===== src/sv/rotation_matrix_to_quaternion_macros.svh =====
// assertion macros for the rotation matrix to quaternion block
`ifndef ROTATION_MATRIX_TO_QUATERNION_MACROS_SVH
`define ROTATION_MATRIX_TO_QUATERNION_MACROS_SVH

`ifndef SYNTH

// same-cycle implication under reset
`define RMQ_ASSERT_IMPL(label, clk, rst_n, ante, cons) \
    label: assert property (@(posedge clk) disable iff (!rst_n) (ante) |-> (cons)) \
        else $error("rmq assertion failed");

// next-cycle implication under reset
`define RMQ_ASSERT_NEXT(label, clk, rst_n, ante, cons) \
    label: assert property (@(posedge clk) disable iff (!rst_n) (ante) |=> (cons)) \
        else $error("rmq assertion failed");

`else

`define RMQ_ASSERT_IMPL(label, clk, rst_n, ante, cons)
`define RMQ_ASSERT_NEXT(label, clk, rst_n, ante, cons)

`endif

`endif


===== src/sv/rmq_pkg.sv =====
// package with widths, types and helpers for the rotation matrix to quaternion block
`default_nettype none

package rmq_pkg;

    localparam int DATA_WIDTH = 16;
    localparam int FRAC       = DATA_WIDTH - 2;
    // radicand width, a << FRAC
    localparam int VW         = 2 * DATA_WIDTH;
    // square root remainder width
    localparam int SQW        = DATA_WIDTH + 2;
    // numerator magnitude width
    localparam int NW         = DATA_WIDTH + 1;
    // dividend and quotient width
    localparam int DW         = 2 * DATA_WIDTH - 1;
    // divider remainder width
    localparam int DRW        = DATA_WIDTH + 2;
    // divisor width, 2 * root
    localparam int DENW       = DATA_WIDTH + 1;
    localparam int NUM_LANES  = 3;
    // input register + root cells + prep register + divide cells + output register
    localparam int LAT        = DATA_WIDTH + DW + 3;

    typedef logic signed [DATA_WIDTH-1:0] fix_t;

    typedef enum logic [1:0] {
        BR_TRACE = 2'd0,
        BR_X     = 2'd1,
        BR_Y     = 2'd2,
        BR_Z     = 2'd3
    } branch_t;

    typedef struct packed {
        fix_t r00;
        fix_t r01;
        fix_t r02;
        fix_t r10;
        fix_t r11;
        fix_t r12;
        fix_t r20;
        fix_t r21;
        fix_t r22;
    } matrix_t;

    typedef struct packed {
        fix_t       quat_w;
        fix_t       quat_x;
        fix_t       quat_y;
        fix_t       quat_z;
        logic [1:0] branch_taken;
    } quat_t;

    // word riding along the root cells
    typedef struct packed {
        branch_t                         br;
        logic                            apos;
        logic [NUM_LANES-1:0]            neg;
        logic [NUM_LANES-1:0][NW-1:0]    mag;
    } sq_side_t;

    // word riding along the divide cells
    typedef struct packed {
        branch_t              br;
        logic                 apos;
        logic [NUM_LANES-1:0] neg;
        fix_t                 own;
    } dv_side_t;

    // signed quotient with saturation to the field range
    function automatic fix_t sat_quo(input logic neg, input logic [DW-1:0] q);
        logic [DW-1:0] pos_max;
        logic [DW-1:0] neg_max;
        fix_t          res;
        pos_max = DW'((64'd1 << (DATA_WIDTH - 1)) - 64'd1);
        neg_max = DW'(64'd1 << (DATA_WIDTH - 1));
        if (!neg)
        begin
            if (q > pos_max)
                res = fix_t'(pos_max[DATA_WIDTH-1:0]);
            else
                res = fix_t'(q[DATA_WIDTH-1:0]);
        end
        else
        begin
            if (q > neg_max)
                res = fix_t'(neg_max[DATA_WIDTH-1:0]);
            else
                res = fix_t'(-q[DATA_WIDTH-1:0]);
        end
        return res;
    endfunction

endpackage

`default_nettype wire


===== src/sv/rmq_div_cell.sv =====
// one cell of the divide chain, one quotient bit per lane per cell
`default_nettype none

module rmq_div_cell (
    input  wire logic                                              clk,
    input  wire logic                                              rst_n,
    input  wire logic                                              valid_in,
    input  wire logic [rmq_pkg::DENW-1:0]                          den_in,
    input  wire logic [rmq_pkg::NUM_LANES-1:0][rmq_pkg::DRW-1:0]   rem_in,
    input  wire logic [rmq_pkg::NUM_LANES-1:0][rmq_pkg::DW-1:0]    quo_in,
    input  wire rmq_pkg::dv_side_t                                 side_in,
    output logic                                                   valid_out,
    output logic [rmq_pkg::DENW-1:0]                               den_out,
    output logic [rmq_pkg::NUM_LANES-1:0][rmq_pkg::DRW-1:0]        rem_out,
    output logic [rmq_pkg::NUM_LANES-1:0][rmq_pkg::DW-1:0]         quo_out,
    output rmq_pkg::dv_side_t                                      side_out
);
    import rmq_pkg::*;

    logic [NUM_LANES-1:0][DRW-1:0] part;
    logic [NUM_LANES-1:0]          ge;
    logic [NUM_LANES-1:0][DRW-1:0] rem_next;
    logic [NUM_LANES-1:0][DW-1:0]  quo_next;
    logic [DRW-1:0]                den_ext;
    logic                          valid_reg;
    logic [DENW-1:0]               den_reg;
    logic [NUM_LANES-1:0][DRW-1:0] rem_reg;
    logic [NUM_LANES-1:0][DW-1:0]  quo_reg;
    dv_side_t                      side_reg;

    // restoring step: dividend shifts out on top, quotient bit enters at bottom
    always_comb
    begin
        den_ext = DRW'(den_in);
        for (int l = 0; l < NUM_LANES; l++)
        begin
            part[l]     = {rem_in[l][DRW-2:0], quo_in[l][DW-1]};
            ge[l]       = (part[l] >= den_ext);
            rem_next[l] = ge[l] ? DRW'(part[l] - den_ext) : part[l];
            quo_next[l] = {quo_in[l][DW-2:0], ge[l]};
        end
    end

    // valid flag
    always_ff @(posedge clk or negedge rst_n)
    begin
        if (!rst_n)
            valid_reg <= 1'b0;
        else
            valid_reg <= valid_in;
    end

    // payload
    always_ff @(posedge clk)
    begin
        den_reg  <= den_in;
        rem_reg  <= rem_next;
        quo_reg  <= quo_next;
        side_reg <= side_in;
    end

    assign valid_out = valid_reg;
    assign den_out   = den_reg;
    assign rem_out   = rem_reg;
    assign quo_out   = quo_reg;
    assign side_out  = side_reg;

endmodule

`default_nettype wire


===== config.mk =====
export PLATFORM = sky130hd
export DESIGN_NAME = rmq_div_cell
export DESIGN_NICKNAME = d
export VERILOG_FILES = /design/src/sv/rotation_matrix_to_quaternion_macros.svh /design/src/sv/rmq_pkg.sv /design/src/sv/rmq_div_cell.sv
export SDC_FILE = /design/constraint.sdc
export NUM_CORES = 1
export LEC_CHECK = 0
export BUFFER_PORTS_ARGS = -buffer_cell sky130_fd_sc_hd__buf_2
export CORE_AREA = 3 3 145 147
export DETAILED_ROUTE_END_ITERATION = 8
export DIE_AREA = 0 0 148 150
export HOLD_SLACK_MARGIN = 0.08
export SLEW_MARGIN = 20
export SYNTH_ARGS = -nofsm -noshare
export SYNTH_HDL_FRONTEND = slang
export SYNTH_SLANG_ARGS = --single-unit

===== constraint.sdc =====
create_clock -name clk -period 0.8 [get_ports clk]
set_clock_uncertainty 0.15 [all_clocks]
set_input_delay 0.04 -clock clk [delete_from_list [all_inputs] [get_ports clk]]
set_output_delay 0.04 -clock clk [all_outputs]
set_load 0.1 [all_outputs]

==> out/results.ini <==
[sta]
maxSlewViolCount=0
final.setup.worst_slack_ps=-1340
fmax_ghz=0.467
finalHoldViolCount=18
hold_ws_ps=-398
period_share_pct=268
tns_ps=-133300
setup_viol=244
tightest_slew_ps=568
slew_headroom_pct=61.8
rsz0062_at_grt=yes
fin_crit_ps=2140

[worst_setup_path]
slowest_stage=or4_1
cp_max_fo=7
worstPathRequired_ps=990
start_kind=primary input
path_cells=buf_2, inv_2, ha_4, nand4_1, or2_1, or4_1, nand3b_1, a41oi_4, buf_12, buf_4, o21ai_1
cpPeakStageDelay_ps=540
worstSetupPathType=in2reg
worstPathArrival_ps=2330
cp-end-kind=register

[global_route]
grt_max_degree=20
track_usage_pct=29.8
grt_pass1_vias=8655
antenna_found_initial=7
grt_pass1_wl_um=50800
grt_remaining_overflow=0

[die]
dieArea_mm2=0.0222
die_h_um=150
row_count=52
die_w_um=148
ios=376
coreArea_mm2=0.0200
initial_core_util_pct=34.8

[layout]
area.growth.synth_to_final_pct=147
fin_nets=1632
layout-drive-gt1-share_pct=64.7
fin_util_pct=86.2
fin_area_mm2=0.0173

[power_and_ir_drop]
p_leak_uw=0.00773
vdd_ir_drop_max_mv=1.76
p_total_uw=37600
powerDensity_mw_per_mm2=2180

[synth]
syn_inst=643
synth_compound_area_share_pct=15.6
ys_top_cells_by_count=186 x dfxtp_1, 52 x nand2_1, 51 x ha_1
yosys.area_share.simple_pct=9.62
async_reset_ff_share_pct=0.535
synth_xor_area_share_pct=5.14
netlist.area_leader.share_pct=53.3
synth-warning-count=0
synthesis.nets=886
synthTopCellsByArea=dfxtp_1 53%, ha_1 9.1%, o21ai_0 3.4%, a21oi_1 3.2%, nand2_1 2.8%
syn_avg_cell_area_um2=10.9
synth_fa_ha_area_share_pct=10.0
synth.most_common_cell=dfxtp_1
synth_top_family_by_area=compound AO/OA/AOI/OAI gates
ys_seq_area_share_pct=53.7
yosys_register_bits=187
synthFlopType=dfxtp_1
synth_top_area_cell=dfxtp_1
synth_area_mm2=0.00698
synth_cell_types=59
synth_edf_count=0
synth.mux.area_fraction_pct=3.46

[run]
drv_cap=0

[status]
violations=negative hold slack, negative setup slack
status=complete, but fails checks

[route]
firstDrtPassIters=5
wl_per_cell_um=20.9
avgViaCountPerCell=4.88
vias=8172
wl_um=35000
final_antenna_net_count=0
drtIter0Drc=470
drc_errors=0

[clock_network]
clk_pin_slew_worst_paths_ps=80
cts_root_buf=clkbuf_16
cts_buffers=17
clock_sinks=187
cts_max_level=4
cts_buffer_depth=2
tritoncts=done

[placed_design]
dpl-instance-area_mm2=0.0140
port_buffers=372
gp_congestion=0.899
pre_cts_ws_ps=-1810
hpwl_um=22800

[hold_path]
hold_path.class=in2reg

[layout by cell type (no fill, tap or decap), types with 5 or more instances in the layout]
master	Yosys	routed
xnor2_1	22	22
o21ai_0	47	27
ha_4	0	14
nand2_4	0	10
mux2_4	8	13
inv_8	0	6
dfxtp_4	0	185
a211o_1	6	6
buf_4	0	168
buf_6	3	23
o21a_1	8	8
ha_1	51	37
nand3_1	7	5
o21ai_1	0	7
a21oi_1	45	39
inv_2	0	10
nand4_1	8	8
inv_1	28	14
nor2_1	20	14
nand2_1	52	40
buf_12	0	192
clkbuf_16	0	17
nor2b_1	8	7
dlygate4sd3_1	0	169
buf_2	2	180
a21o_1	19	19
nand2b_1	9	9
buf_8	0	7
a21oi_2	2	5
xor2_1	19	19
o21ai_2	0	12
[cells by family (layout without fill, tap and decap cells)]
family          after synthesis  count (layout)
fa+ha+maj                    54              54
simple gates                135             135
buf+inv                      40             799
other cells                   0               4
xor+xnor                     41              41
mux                          19              19
flops                       187             187
compound gates              167             167
[registers in the layout, indices dropped and copies added, names as in the netlist]
name	count
valid_out	1
side_out	22
quo_out	93
rem_out	54
den_out	17
[layer usage]
metal,GRT usage [%],vias to the layer above,wire (um)
met5,0,-,33
met1,31.7,3911,12400
met4,14.8,6,1740
met2,54.7,360,18500
li1,-,3784,-
met3,7.69,111,2270
[metrics by stage]
step / hold slack (ps) / cells
6_report: -398 / 1676
5_1_grt: -405 / 1676
4_1_cts: -439 / 1658
3_5_place_dp: -333 / 1436
3_3_place_gp: -335 / 1436
2_1_floorplan: -406 / 643
[power by group]
group | total, uW | internal [uW] | switching (uW)
logic | 18000 | 7360 | 10700
registers | 11200 | 10400 | 854
clock network | 8330 | 4180 | 4150
[critical path, delay by kind of cell]
kind                       cells  cell delay [ps]
buffers and inverters          4              500
adders and majority gates      1              270
and+or+nand+nor                4             1130
AOI/OAI and AO/OA              2              370
[layout make-up]
class,instances,area (um2)
well taps,270,338
fillers,914,2760
clock inverters,14,150
diodes,4,10.0
inverters,28,126
flip-flops and latches,187,4450
clock buffers,18,429
multi-input cells,416,3710
repair buffers,739,8060
[repair_timing]
item / in CTS / in global routing
endpoints found under the hold margin: 186 / 32
endpoints found under the setup margin: 244 / 244
buffers inserted: 29 / 10
hold buffers: 158 / 14
resized for setup: 113 / 71
cloned: 3 / 0
pin swaps: 48 / 35
[worst paths after layout]
path	start	endpoint	slack, ps	cells past startpoint
min in group asynchronous	rst_n	valid_out	310	3
hold / removal	den_in[0]	den_out[0]	-400	1
setup / recovery	den_in[10]	rem_out[25]	-1340	11
max in group asynchronous	rst_n	valid_out	60	3
No activity file was read; power rests on OpenSTA's default activity.
