File: config.mk
export PLATFORM = sky130hd
export DESIGN_NAME = rmq_sqrt_cell
export DESIGN_NICKNAME = d
export VERILOG_FILES = /design/src/sv/rotation_matrix_to_quaternion_macros.svh /design/src/sv/rmq_pkg.sv /design/src/sv/rmq_sqrt_cell.sv
export SDC_FILE = /design/constraint.sdc
export NUM_CORES = 1
export LEC_CHECK = 0
export ABC_AREA = 1
export BUFFER_PORTS_ARGS = -buffer_cell sky130_fd_sc_hd__buf_2
export CAP_MARGIN = 20
export CORE_MARGIN = 2
export CORE_UTILIZATION = 35
export DETAILED_ROUTE_END_ITERATION = 8
export GPL_TIMING_DRIVEN = 0
export PLACE_DENSITY = 0.71
export SETUP_SLACK_MARGIN = 0.1
export SYNTH_ARGS = -nofsm -noshare
export SYNTH_HDL_FRONTEND = slang
export SYNTH_SLANG_ARGS = --single-unit
File: constraint.sdc
create_clock -name clk -period 0.8 [get_ports clk]
set_input_delay 0.16 -clock clk [delete_from_list [all_inputs] [get_ports clk]]
set_output_delay 0.16 -clock clk [all_outputs]
set_load 0.005 [all_outputs]
File: src/sv/rotation_matrix_to_quaternion_macros.svh
// assertion macros for the rotation matrix to quaternion block
`ifndef ROTATION_MATRIX_TO_QUATERNION_MACROS_SVH
`define ROTATION_MATRIX_TO_QUATERNION_MACROS_SVH

`ifndef SYNTH

// same-cycle implication under reset
`define RMQ_ASSERT_IMPL(label, clk, rst_n, ante, cons) \
    label: assert property (@(posedge clk) disable iff (!rst_n) (ante) |-> (cons)) \
        else $error("rmq assertion failed");

// next-cycle implication under reset
`define RMQ_ASSERT_NEXT(label, clk, rst_n, ante, cons) \
    label: assert property (@(posedge clk) disable iff (!rst_n) (ante) |=> (cons)) \
        else $error("rmq assertion failed");

`else

`define RMQ_ASSERT_IMPL(label, clk, rst_n, ante, cons)
`define RMQ_ASSERT_NEXT(label, clk, rst_n, ante, cons)

`endif

`endif

File: src/sv/rmq_pkg.sv
// package with widths, types and helpers for the rotation matrix to quaternion block
`default_nettype none

package rmq_pkg;

    localparam int DATA_WIDTH = 16;
    localparam int FRAC       = DATA_WIDTH - 2;
    // radicand width, a << FRAC
    localparam int VW         = 2 * DATA_WIDTH;
    // square root remainder width
    localparam int SQW        = DATA_WIDTH + 2;
    // numerator magnitude width
    localparam int NW         = DATA_WIDTH + 1;
    // dividend and quotient width
    localparam int DW         = 2 * DATA_WIDTH - 1;
    // divider remainder width
    localparam int DRW        = DATA_WIDTH + 2;
    // divisor width, 2 * root
    localparam int DENW       = DATA_WIDTH + 1;
    localparam int NUM_LANES  = 3;
    // input register + root cells + prep register + divide cells + output register
    localparam int LAT        = DATA_WIDTH + DW + 3;

    typedef logic signed [DATA_WIDTH-1:0] fix_t;

    typedef enum logic [1:0] {
        BR_TRACE = 2'd0,
        BR_X     = 2'd1,
        BR_Y     = 2'd2,
        BR_Z     = 2'd3
    } branch_t;

    typedef struct packed {
        fix_t r00;
        fix_t r01;
        fix_t r02;
        fix_t r10;
        fix_t r11;
        fix_t r12;
        fix_t r20;
        fix_t r21;
        fix_t r22;
    } matrix_t;

    typedef struct packed {
        fix_t       quat_w;
        fix_t       quat_x;
        fix_t       quat_y;
        fix_t       quat_z;
        logic [1:0] branch_taken;
    } quat_t;

    // word riding along the root cells
    typedef struct packed {
        branch_t                         br;
        logic                            apos;
        logic [NUM_LANES-1:0]            neg;
        logic [NUM_LANES-1:0][NW-1:0]    mag;
    } sq_side_t;

    // word riding along the divide cells
    typedef struct packed {
        branch_t              br;
        logic                 apos;
        logic [NUM_LANES-1:0] neg;
        fix_t                 own;
    } dv_side_t;

    // signed quotient with saturation to the field range
    function automatic fix_t sat_quo(input logic neg, input logic [DW-1:0] q);
        logic [DW-1:0] pos_max;
        logic [DW-1:0] neg_max;
        fix_t          res;
        pos_max = DW'((64'd1 << (DATA_WIDTH - 1)) - 64'd1);
        neg_max = DW'(64'd1 << (DATA_WIDTH - 1));
        if (!neg)
        begin
            if (q > pos_max)
                res = fix_t'(pos_max[DATA_WIDTH-1:0]);
            else
                res = fix_t'(q[DATA_WIDTH-1:0]);
        end
        else
        begin
            if (q > neg_max)
                res = fix_t'(neg_max[DATA_WIDTH-1:0]);
            else
                res = fix_t'(-q[DATA_WIDTH-1:0]);
        end
        return res;
    endfunction

endpackage

`default_nettype wire

File: src/sv/rmq_sqrt_cell.sv
// one cell of the square root chain, one root bit per cell
`default_nettype none

module rmq_sqrt_cell (
    input  wire logic                          clk,
    input  wire logic                          rst_n,
    input  wire logic                          valid_in,
    input  wire logic [rmq_pkg::VW-1:0]        rad_in,
    input  wire logic [rmq_pkg::SQW-1:0]       rem_in,
    input  wire logic [rmq_pkg::DATA_WIDTH-1:0] root_in,
    input  wire rmq_pkg::sq_side_t             side_in,
    output logic                               valid_out,
    output logic [rmq_pkg::VW-1:0]             rad_out,
    output logic [rmq_pkg::SQW-1:0]            rem_out,
    output logic [rmq_pkg::DATA_WIDTH-1:0]     root_out,
    output rmq_pkg::sq_side_t                  side_out
);
    import rmq_pkg::*;

    logic [SQW+1:0]        trial_rem;
    logic [SQW+1:0]        trial;
    logic                  ge;
    logic [SQW-1:0]        rem_next;
    logic [DATA_WIDTH-1:0] root_next;
    logic [VW-1:0]         rad_next;
    logic                  valid_reg;
    logic [VW-1:0]         rad_reg;
    logic [SQW-1:0]        rem_reg;
    logic [DATA_WIDTH-1:0] root_reg;
    sq_side_t              side_reg;

    // bring down the next two radicand bits and try root*4+1
    always_comb
    begin
        trial_rem = {rem_in, rad_in[VW-1:VW-2]};
        trial     = (SQW+2)'({root_in, 2'b01});
        ge        = (trial_rem >= trial);
        rem_next  = ge ? SQW'(trial_rem - trial) : SQW'(trial_rem);
        root_next = {root_in[DATA_WIDTH-2:0], ge};
        rad_next  = {rad_in[VW-3:0], 2'b00};
    end

    // valid flag
    always_ff @(posedge clk or negedge rst_n)
    begin
        if (!rst_n)
            valid_reg <= 1'b0;
        else
            valid_reg <= valid_in;
    end

    // payload
    always_ff @(posedge clk)
    begin
        rad_reg  <= rad_next;
        rem_reg  <= rem_next;
        root_reg <= root_next;
        side_reg <= side_in;
    end

    assign valid_out = valid_reg;
    assign rad_out   = rad_reg;
    assign rem_out   = rem_reg;
    assign root_out  = root_reg;
    assign side_out  = side_reg;

endmodule

`default_nettype wire

==> run metrics, run 1 <==
Tot Pwr 0.0181 W; Max Slew Vio Count 0; number of max-cap violations 0; Hold WS slightly above 100 ps; RSZ-0062 raised after global routing true; dpl ws -978 ps; Initial Utilization 0.358; unique cell type count in the Yosys netlist 25; HPWL after DPL roughly 9000 um; Worst setup SP type input port; DRT iter0 DRCs 270; I/O pin count 250; Crit-path slowest cell ha_4; Yosys reg bits around 120; Critical Path End rem_out[6]; final worst setup slack -409 ps; critical path data required time around 1200 ps; CP startpoint rem_in[3]; grt ovf 0; Layout Nets between 900 and 1000; H-tree levels 4; initial antenna violation count 3; Fin Setup TNS -44010 ps; Avg Cell Area, Syn between 9 and 10 um2; Final GP Congestion 0.887; Clock Path Buffers 2; mapped cell area between 3000 and 4000 um2; Async SR Flop Fraction 0.00820; Leakage ~4.2 nW; status finished with violations; Fin. Hold Viols 0; Post-Syn Instances about 400; HP Class in -> reg; DP Cell Count 786; largest net degree at the start of global routing 17; fill cell count 617; Max Fanout on Critical Path 5; first drt pass iteration count 4; DRC viols 0; clk slew on worst S/H paths about 60 ps; failing checks negative setup slack; # clock sinks approximately 120; root buffer cell clkbuf_8; CTS tree yes; non-filler instance count after layout between 900 and 1000; CP endpoint kind register; DR WL/cell about 19 um; via count ~4600; Num CTS Buffers 17; final period utilization 1.51; minimum clock period ~1200 ps; vias in the first global route between 4000 and 5000; FMAX 0.827 GHz; Worst EP arrival 1620 ps; GRT Util Overall 0.280; core area between 10000 and 15000 um2; Synth Flop Type dfxtp_1; warning count from the yosys run 0; HP Start rem_in[5]; fraction of layout cells with a size suffix above 1 0.577; CP dominant cell by count nand2_2; PwrDens 2140 nW/um2; VDD IR max between 0.0015 and 0.002 V; final antenna-violating net count 0; crit path cell chain buf_2 > ha_4 > nand2_2 > inv_2 > nand2_2 > nor2_1 > nand2_1 > nand3b_1 > nand2_2 > nand2_4 > buf_12 > inv_12 > buf_16 > nand2_4 > nand2_2; synthesis-to-layout area growth 119%; drt total wl 18300 um; vias per cell roughly 4.7; PortBufs between 200 and 250; Die Span X approximately 110 um; global-route wire length before repair between 20000 and 25000 um; CP max stage delay 290 ps; Die ar. 11900 um2; sequential element share of the synthesized area 0.634; Crit Path Category in -> reg; Setup violations, final 141; die height approximately 110 um; FP Rows 38; Post-synth EDFFs 0
worst min path at each step:
stage,to,cells after the start,slack (ps)
6_report,rem_out[7],5,100
4_1_cts,rem_out[7],5,60
3_5_place_dp,valid_out,1,-60
3_3_place_gp,valid_out,1,-60
2_1_floorplan,valid_out,0,-140
5_1_grt,rem_out[7],5,90
worst max-delay path, delay by kind of cell:
family	cells	cell delay (ps)
adder cells (fa/ha/maj)	1	290
AND/OR/NAND/NOR	9	680
buffers and inverters	5	470
cell families (layout without fill, tap and decap cells):
family / after synthesis / in the layout / share of synthesized area
other: 1 / 5 / 0.000972
buffers and inverters: 57 / 493 / 0.0639
xor gates and xnor gates: 10 / 10 / 0.0246
AOI/OAI and AO/OA: 19 / 19 / 0.0259
DFF: 122 / 122 / 0.634
adders and majority gates: 18 / 18 / 0.0583
and+or+nand+nor: 171 / 171 / 0.192
cells in the final DEF (no fill, tap or decap), types with 4 or more instances in the layout:
cell type,netlist,routed
inv_2,0,6
buf_8,0,4
clkbuf_16,0,17
inv_6,0,4
dfxtp_1,121,58
nand2_4,1,8
nor2_2,2,6
a21oi_2,0,4
nand3b_1,7,7
a21oi_1,13,8
inv_1,51,37
clkinv_4,0,4
buf_6,3,61
nand3_1,11,9
buf_12,0,4
ha_4,0,16
nand3_2,6,8
buf_2,0,183
nor2_1,16,10
nand2_1,123,81
dlygate4sd3_1,0,123
buf_4,2,31
dfxtp_2,0,62
nand2_2,2,37
xor2_1,8,8
synthesized netlist by cell type (2+ instances only):
cell type | instances | area share
nand2_1 | 123 | 0.12
dfxtp_1 | 121 | 0.63
nand3b_1 | 7 | 0.014
xor2_1 | 8 | 0.018
buf_4 | 2 | 0.0039
a21oi_1 | 13 | 0.017
ha_1 | 18 | 0.058
o21ai_0 | 4 | 0.0052
nand2_2 | 2 | 0.0032
nand3_1 | 11 | 0.014
nand3_2 | 6 | 0.016
buf_6 | 3 | 0.0088
nor3_1 | 2 | 0.0026
inv_1 | 51 | 0.050
nor2_1 | 16 | 0.016
nor2_2 | 2 | 0.0032
where the power goes:
group / internal [W] / total, W / switching [W] / leakage [nW]
clock: 0.00494 / 0.00782 / 0.00288 / 0.292
sequential: 0.00659 / 0.00677 / 0.000185 / 1.03
combinational: 0.00198 / 0.00354 / 0.00156 / 2.84
total: 0.0135 / 0.0181 / 0.00462 / 4.16
routing by layer:
| metal | up-vias | GRT usage | routed length, um |
|---|---|---|---|
| met4 | 0 | 0.158 | 933 |
| met3 | 80 | 0.105 | 1580 |
| met1 | 2139 | 0.276 | 6120 |
| li1 | 2073 | - | - |
| met2 | 270 | 0.502 | 9640 |
| met5 | - | 0 | 0 |
flip-flops by register name (all words and copies together) (netlist names):
name,flops
valid_out,1
side_out,57
rad_out,30
root_out,16
rem_out,18
through the flow:
| step | cell area, um2 | util |
|---|---|---|
| finish | 8450 | 0.783 |
| floorplan | 4120 | - |
| global route | 8450 | 0.783 |
| global placement | 5530 | 0.512 |
| CTS | 7910 | 0.733 |
| detailed placement | 5530 | 0.512 |
area by class of cell:
class / instances / area, um2 / area share
antenna: 3 / 7.51 / 0.000888
buffer: 4 / 50.0 / 0.00592
clock buffer: 20 / 445 / 0.0527
clock inverter: 12 / 163 / 0.0192
inverter: 52 / 258 / 0.0305
multi-input combinational: 220 / 1590 / 0.188
sequential: 122 / 2530 / 0.299
tap: 140 / 175 / 0.0207
timing repair buffer: 405 / 3240 / 0.383
timing repair:
item	CTS	global route
setup buffers	28	4
gates resized for setup	80	145
gates cloned	2	1
endpoints found under the setup margin	141	141
endpoints found under the hold margin	122	0
pin swaps	19	22
hold buffers	123	0
Power figures use the tool's default switching activity.
==> inputs of run 2 (changes only) <==
- ABC_AREA: 1 -> unset
- PLACE_DENSITY: 0.71 -> 0.72
==> run 2 against run 1 <==
Against the previous run:
- clock power down 3.3%
- non-clock buffer count decreased by 4
- setup slack got worse by 340 ps
- combinational power shrank 3%
- total power decreased by 1.9%
- sequential power increased by 0.6%
- wire length decreased by 10%
- the run ends with negative hold slack, negative setup slack left
- synthesized area fell by 5.1%
- first-iteration DRC count fell by 36%
- die area decreased by 4.9%
- sequential share of layout area rose by 1.7 points
==> run metrics, run 2 <==
Synth area leader dfxtp_1; sequential element share of the synthesized area 0.668; PortBufs roughly 250; number of max-cap violations 0; Yosys top cell area share 0.661; CTS tree yes; fill cell count around 600; DRT iter0 DRCs 174; Crit Path Category in -> reg; Leakage roughly 3.7 nW; cell area after layout around 8000 um2; core area around 10000 um2; Async SR Flop Fraction 0.00820; crit path cell chain buf_12 > inv_12 > ha_4 > nor2_2 > o31a_1 > o21ai_4 > a41oi_4 > nor4b_2 > nor4_1 > mux2_4; HP Class in -> reg; hold path depth 2; unique cell type count in the Yosys netlist 44; Clock Path Buffers 2; CP endpoint kind register; initial antenna violation count 2; most frequent cells in the layout buf_2, dlygate4sd3_1, dfxtp_1; GRT Util Overall 0.251; FP Rows 37; fraction of layout cells with a size suffix above 1 0.612; grt ovf 0; Hold EP rem_out[11]; Synth Flop Type dfxtp_1; # clock sinks approximately 120; HPWL after DPL ~8400 um; clk slew on worst S/H paths about 60 ps; FMAX 0.645 GHz; synthesis-to-layout area growth 118%; final antenna-violating net count 0; mapped cell area 3660 um2; largest net degree at the start of global routing 17; DR WL/cell about 19 um; first drt pass iteration count 8; DRC viols 0; Yosys reg bits between 100 and 150; status finished with violations; Die Span X roughly 110 um; Worst EP arrival slightly below 2000 ps; minimum clock period between 1500 and 2000 ps; Hold WS -43.3 ps; global-route wire length before repair around 21000 um; most frequent cells after synthesis dfxtp_1, inv_1, ha_1, a21oi_1, mux2_2; final worst setup slack -750 ps; final period utilization 1.94; most common cell after layout, fill and taps aside buf_2; critical path data required time roughly 1200 ps; Worst setup SP type input port; Die ar. roughly 11000 um2; max FFs per register 57; failing checks negative hold slack, negative setup slack; Initial Utilization 0.358; Fin Setup TNS -48890 ps; top-count cell post-synth dfxtp_1; Avg Cell Area, Syn roughly 13 um2; Crit path buffers/inverters 2; area of the multi-input gates 1450 um2; Hold-fix buffers, CTS about 120; Max Slew Vio Count 0; register area between 2000 and 3000 um2; VDD IR max about 0.0015 V; drt total wl 16400 um; CP max stage delay between 300 and 400 ps; PwrDens ~2200 nW/um2; I/O pin count 250; Crit-path slowest cell o31a_1; Fin. Hold Viols 1; placed inst area around 5400 um2; Num CTS Buffers 17; HP Start rem_in[9]; Layout Nets around 850; RSZ-0062 raised after global routing true; via count ~3900; Synth area leaders dfxtp_1, ha_1, mux2_2; H-tree levels 4; cell family with most CP delay compound AO/OA/AOI/OAI gates; vias per cell around 4.6; Setup violations, final 141; Post-synth EDFFs 0; Post-Syn Instances around 290; root buffer cell clkbuf_8; die height about 110 um; Final GP Congestion between 0.7 and 0.8; Max Fanout on Critical Path 3; warning count from the yosys run 0; vias in the first global route 4137
-- run 2: changes by cell type after synthesis, moves of 4 or more --
cell      change
nand3b_1      -6
nor2_1        -5
nand3_2       -6
xor2_1        -4
xnor2_1       +9
nor3_1        +4
nand3_1       -6
nand2_1     -111
inv_1        -31
o21a_1        +6
mux2_2       +13
-- run 2: worst max-delay path by stage --
stage                 from     endpoint  depth (start not counted)
2_1_floorplan   rad_in[30]  rem_out[10]                         10
3_3_place_gp   root_in[10]  rem_out[14]                          9
5_1_grt         root_in[0]  rem_out[15]                         12
6_report        root_in[0]  rem_out[17]                         10
3_5_place_dp    root_in[7]  rem_out[14]                         10
4_1_cts          rem_in[1]  rem_out[17]                          9
-- run 2: cell type report --
type / instances / area share
Inverter: 20 / 0.0138
Antenna cell: 3 / 0.000941
Timing Repair Buffer: 399 / 0.383
Clock buffer: 17 / 0.0519
Sequential cell: 122 / 0.316
Buffer: 6 / 0.00956
Multi-Input combinational cell: 141 / 0.182
Clock inverter: 14 / 0.0215
Tap cell: 136 / 0.0213
-- run 2: routing by layer --
layer | track usage | up-vias | share of wire
met2 | 0.454 | 201 | 0.54
met1 | 0.265 | 1868 | 0.35
li1 | - | 1820 | -
met4 | 0.116 | 0 | 0.037
met3 | 0.0791 | 50 | 0.070
met5 | 0 | - | 0
-- run 2: kinds of logic after synthesis --
logic type      synth area share
flops                      0.668
simple gates              0.0611
compound gates            0.0891
buf+inv                   0.0314
fa+ha+maj                 0.0615
mux                       0.0543
xor+xnor                  0.0335
other cells              0.00102
-- run 2: per-stage QoR --
| stage | std cells | hold WS [ps] | utilization | power (W) | setup slack [ps] |
|---|---|---|---|---|---|
| after global placement | 672 | -63.5 | 0.527 | 0.00902 | -1480 |
| final | 858 | -43.3 | 0.780 | 0.0178 | -750 |
| after floorplan | 289 | -136 | - | 0.00803 | -1030 |
| after CTS | 844 | -67.4 | 0.733 | 0.0172 | -707 |
| after global routing | 858 | -72.1 | 0.780 | 0.0184 | -809 |
| after detailed placement | 672 | -63.6 | 0.527 | 0.00906 | -1470 |
-- run 2: report_power, final --
part,switching [W],total [W],leakage [nW],internal (W)
combinational,0.00137,0.00342,2.43,0.00205
clock,0.00282,0.00756,0.280,0.00474
sequential,0.000198,0.00681,1.03,0.00661
total,0.00438,0.0178,3.74,0.0134
-- run 2: timing repair --
action	CTS	global route
gates resized for setup	42	105
buffers inserted	19	10
cloned	0	1
pin swaps	18	18
endpoints found under the setup margin	141	141
hold endpoints to repair	122	1
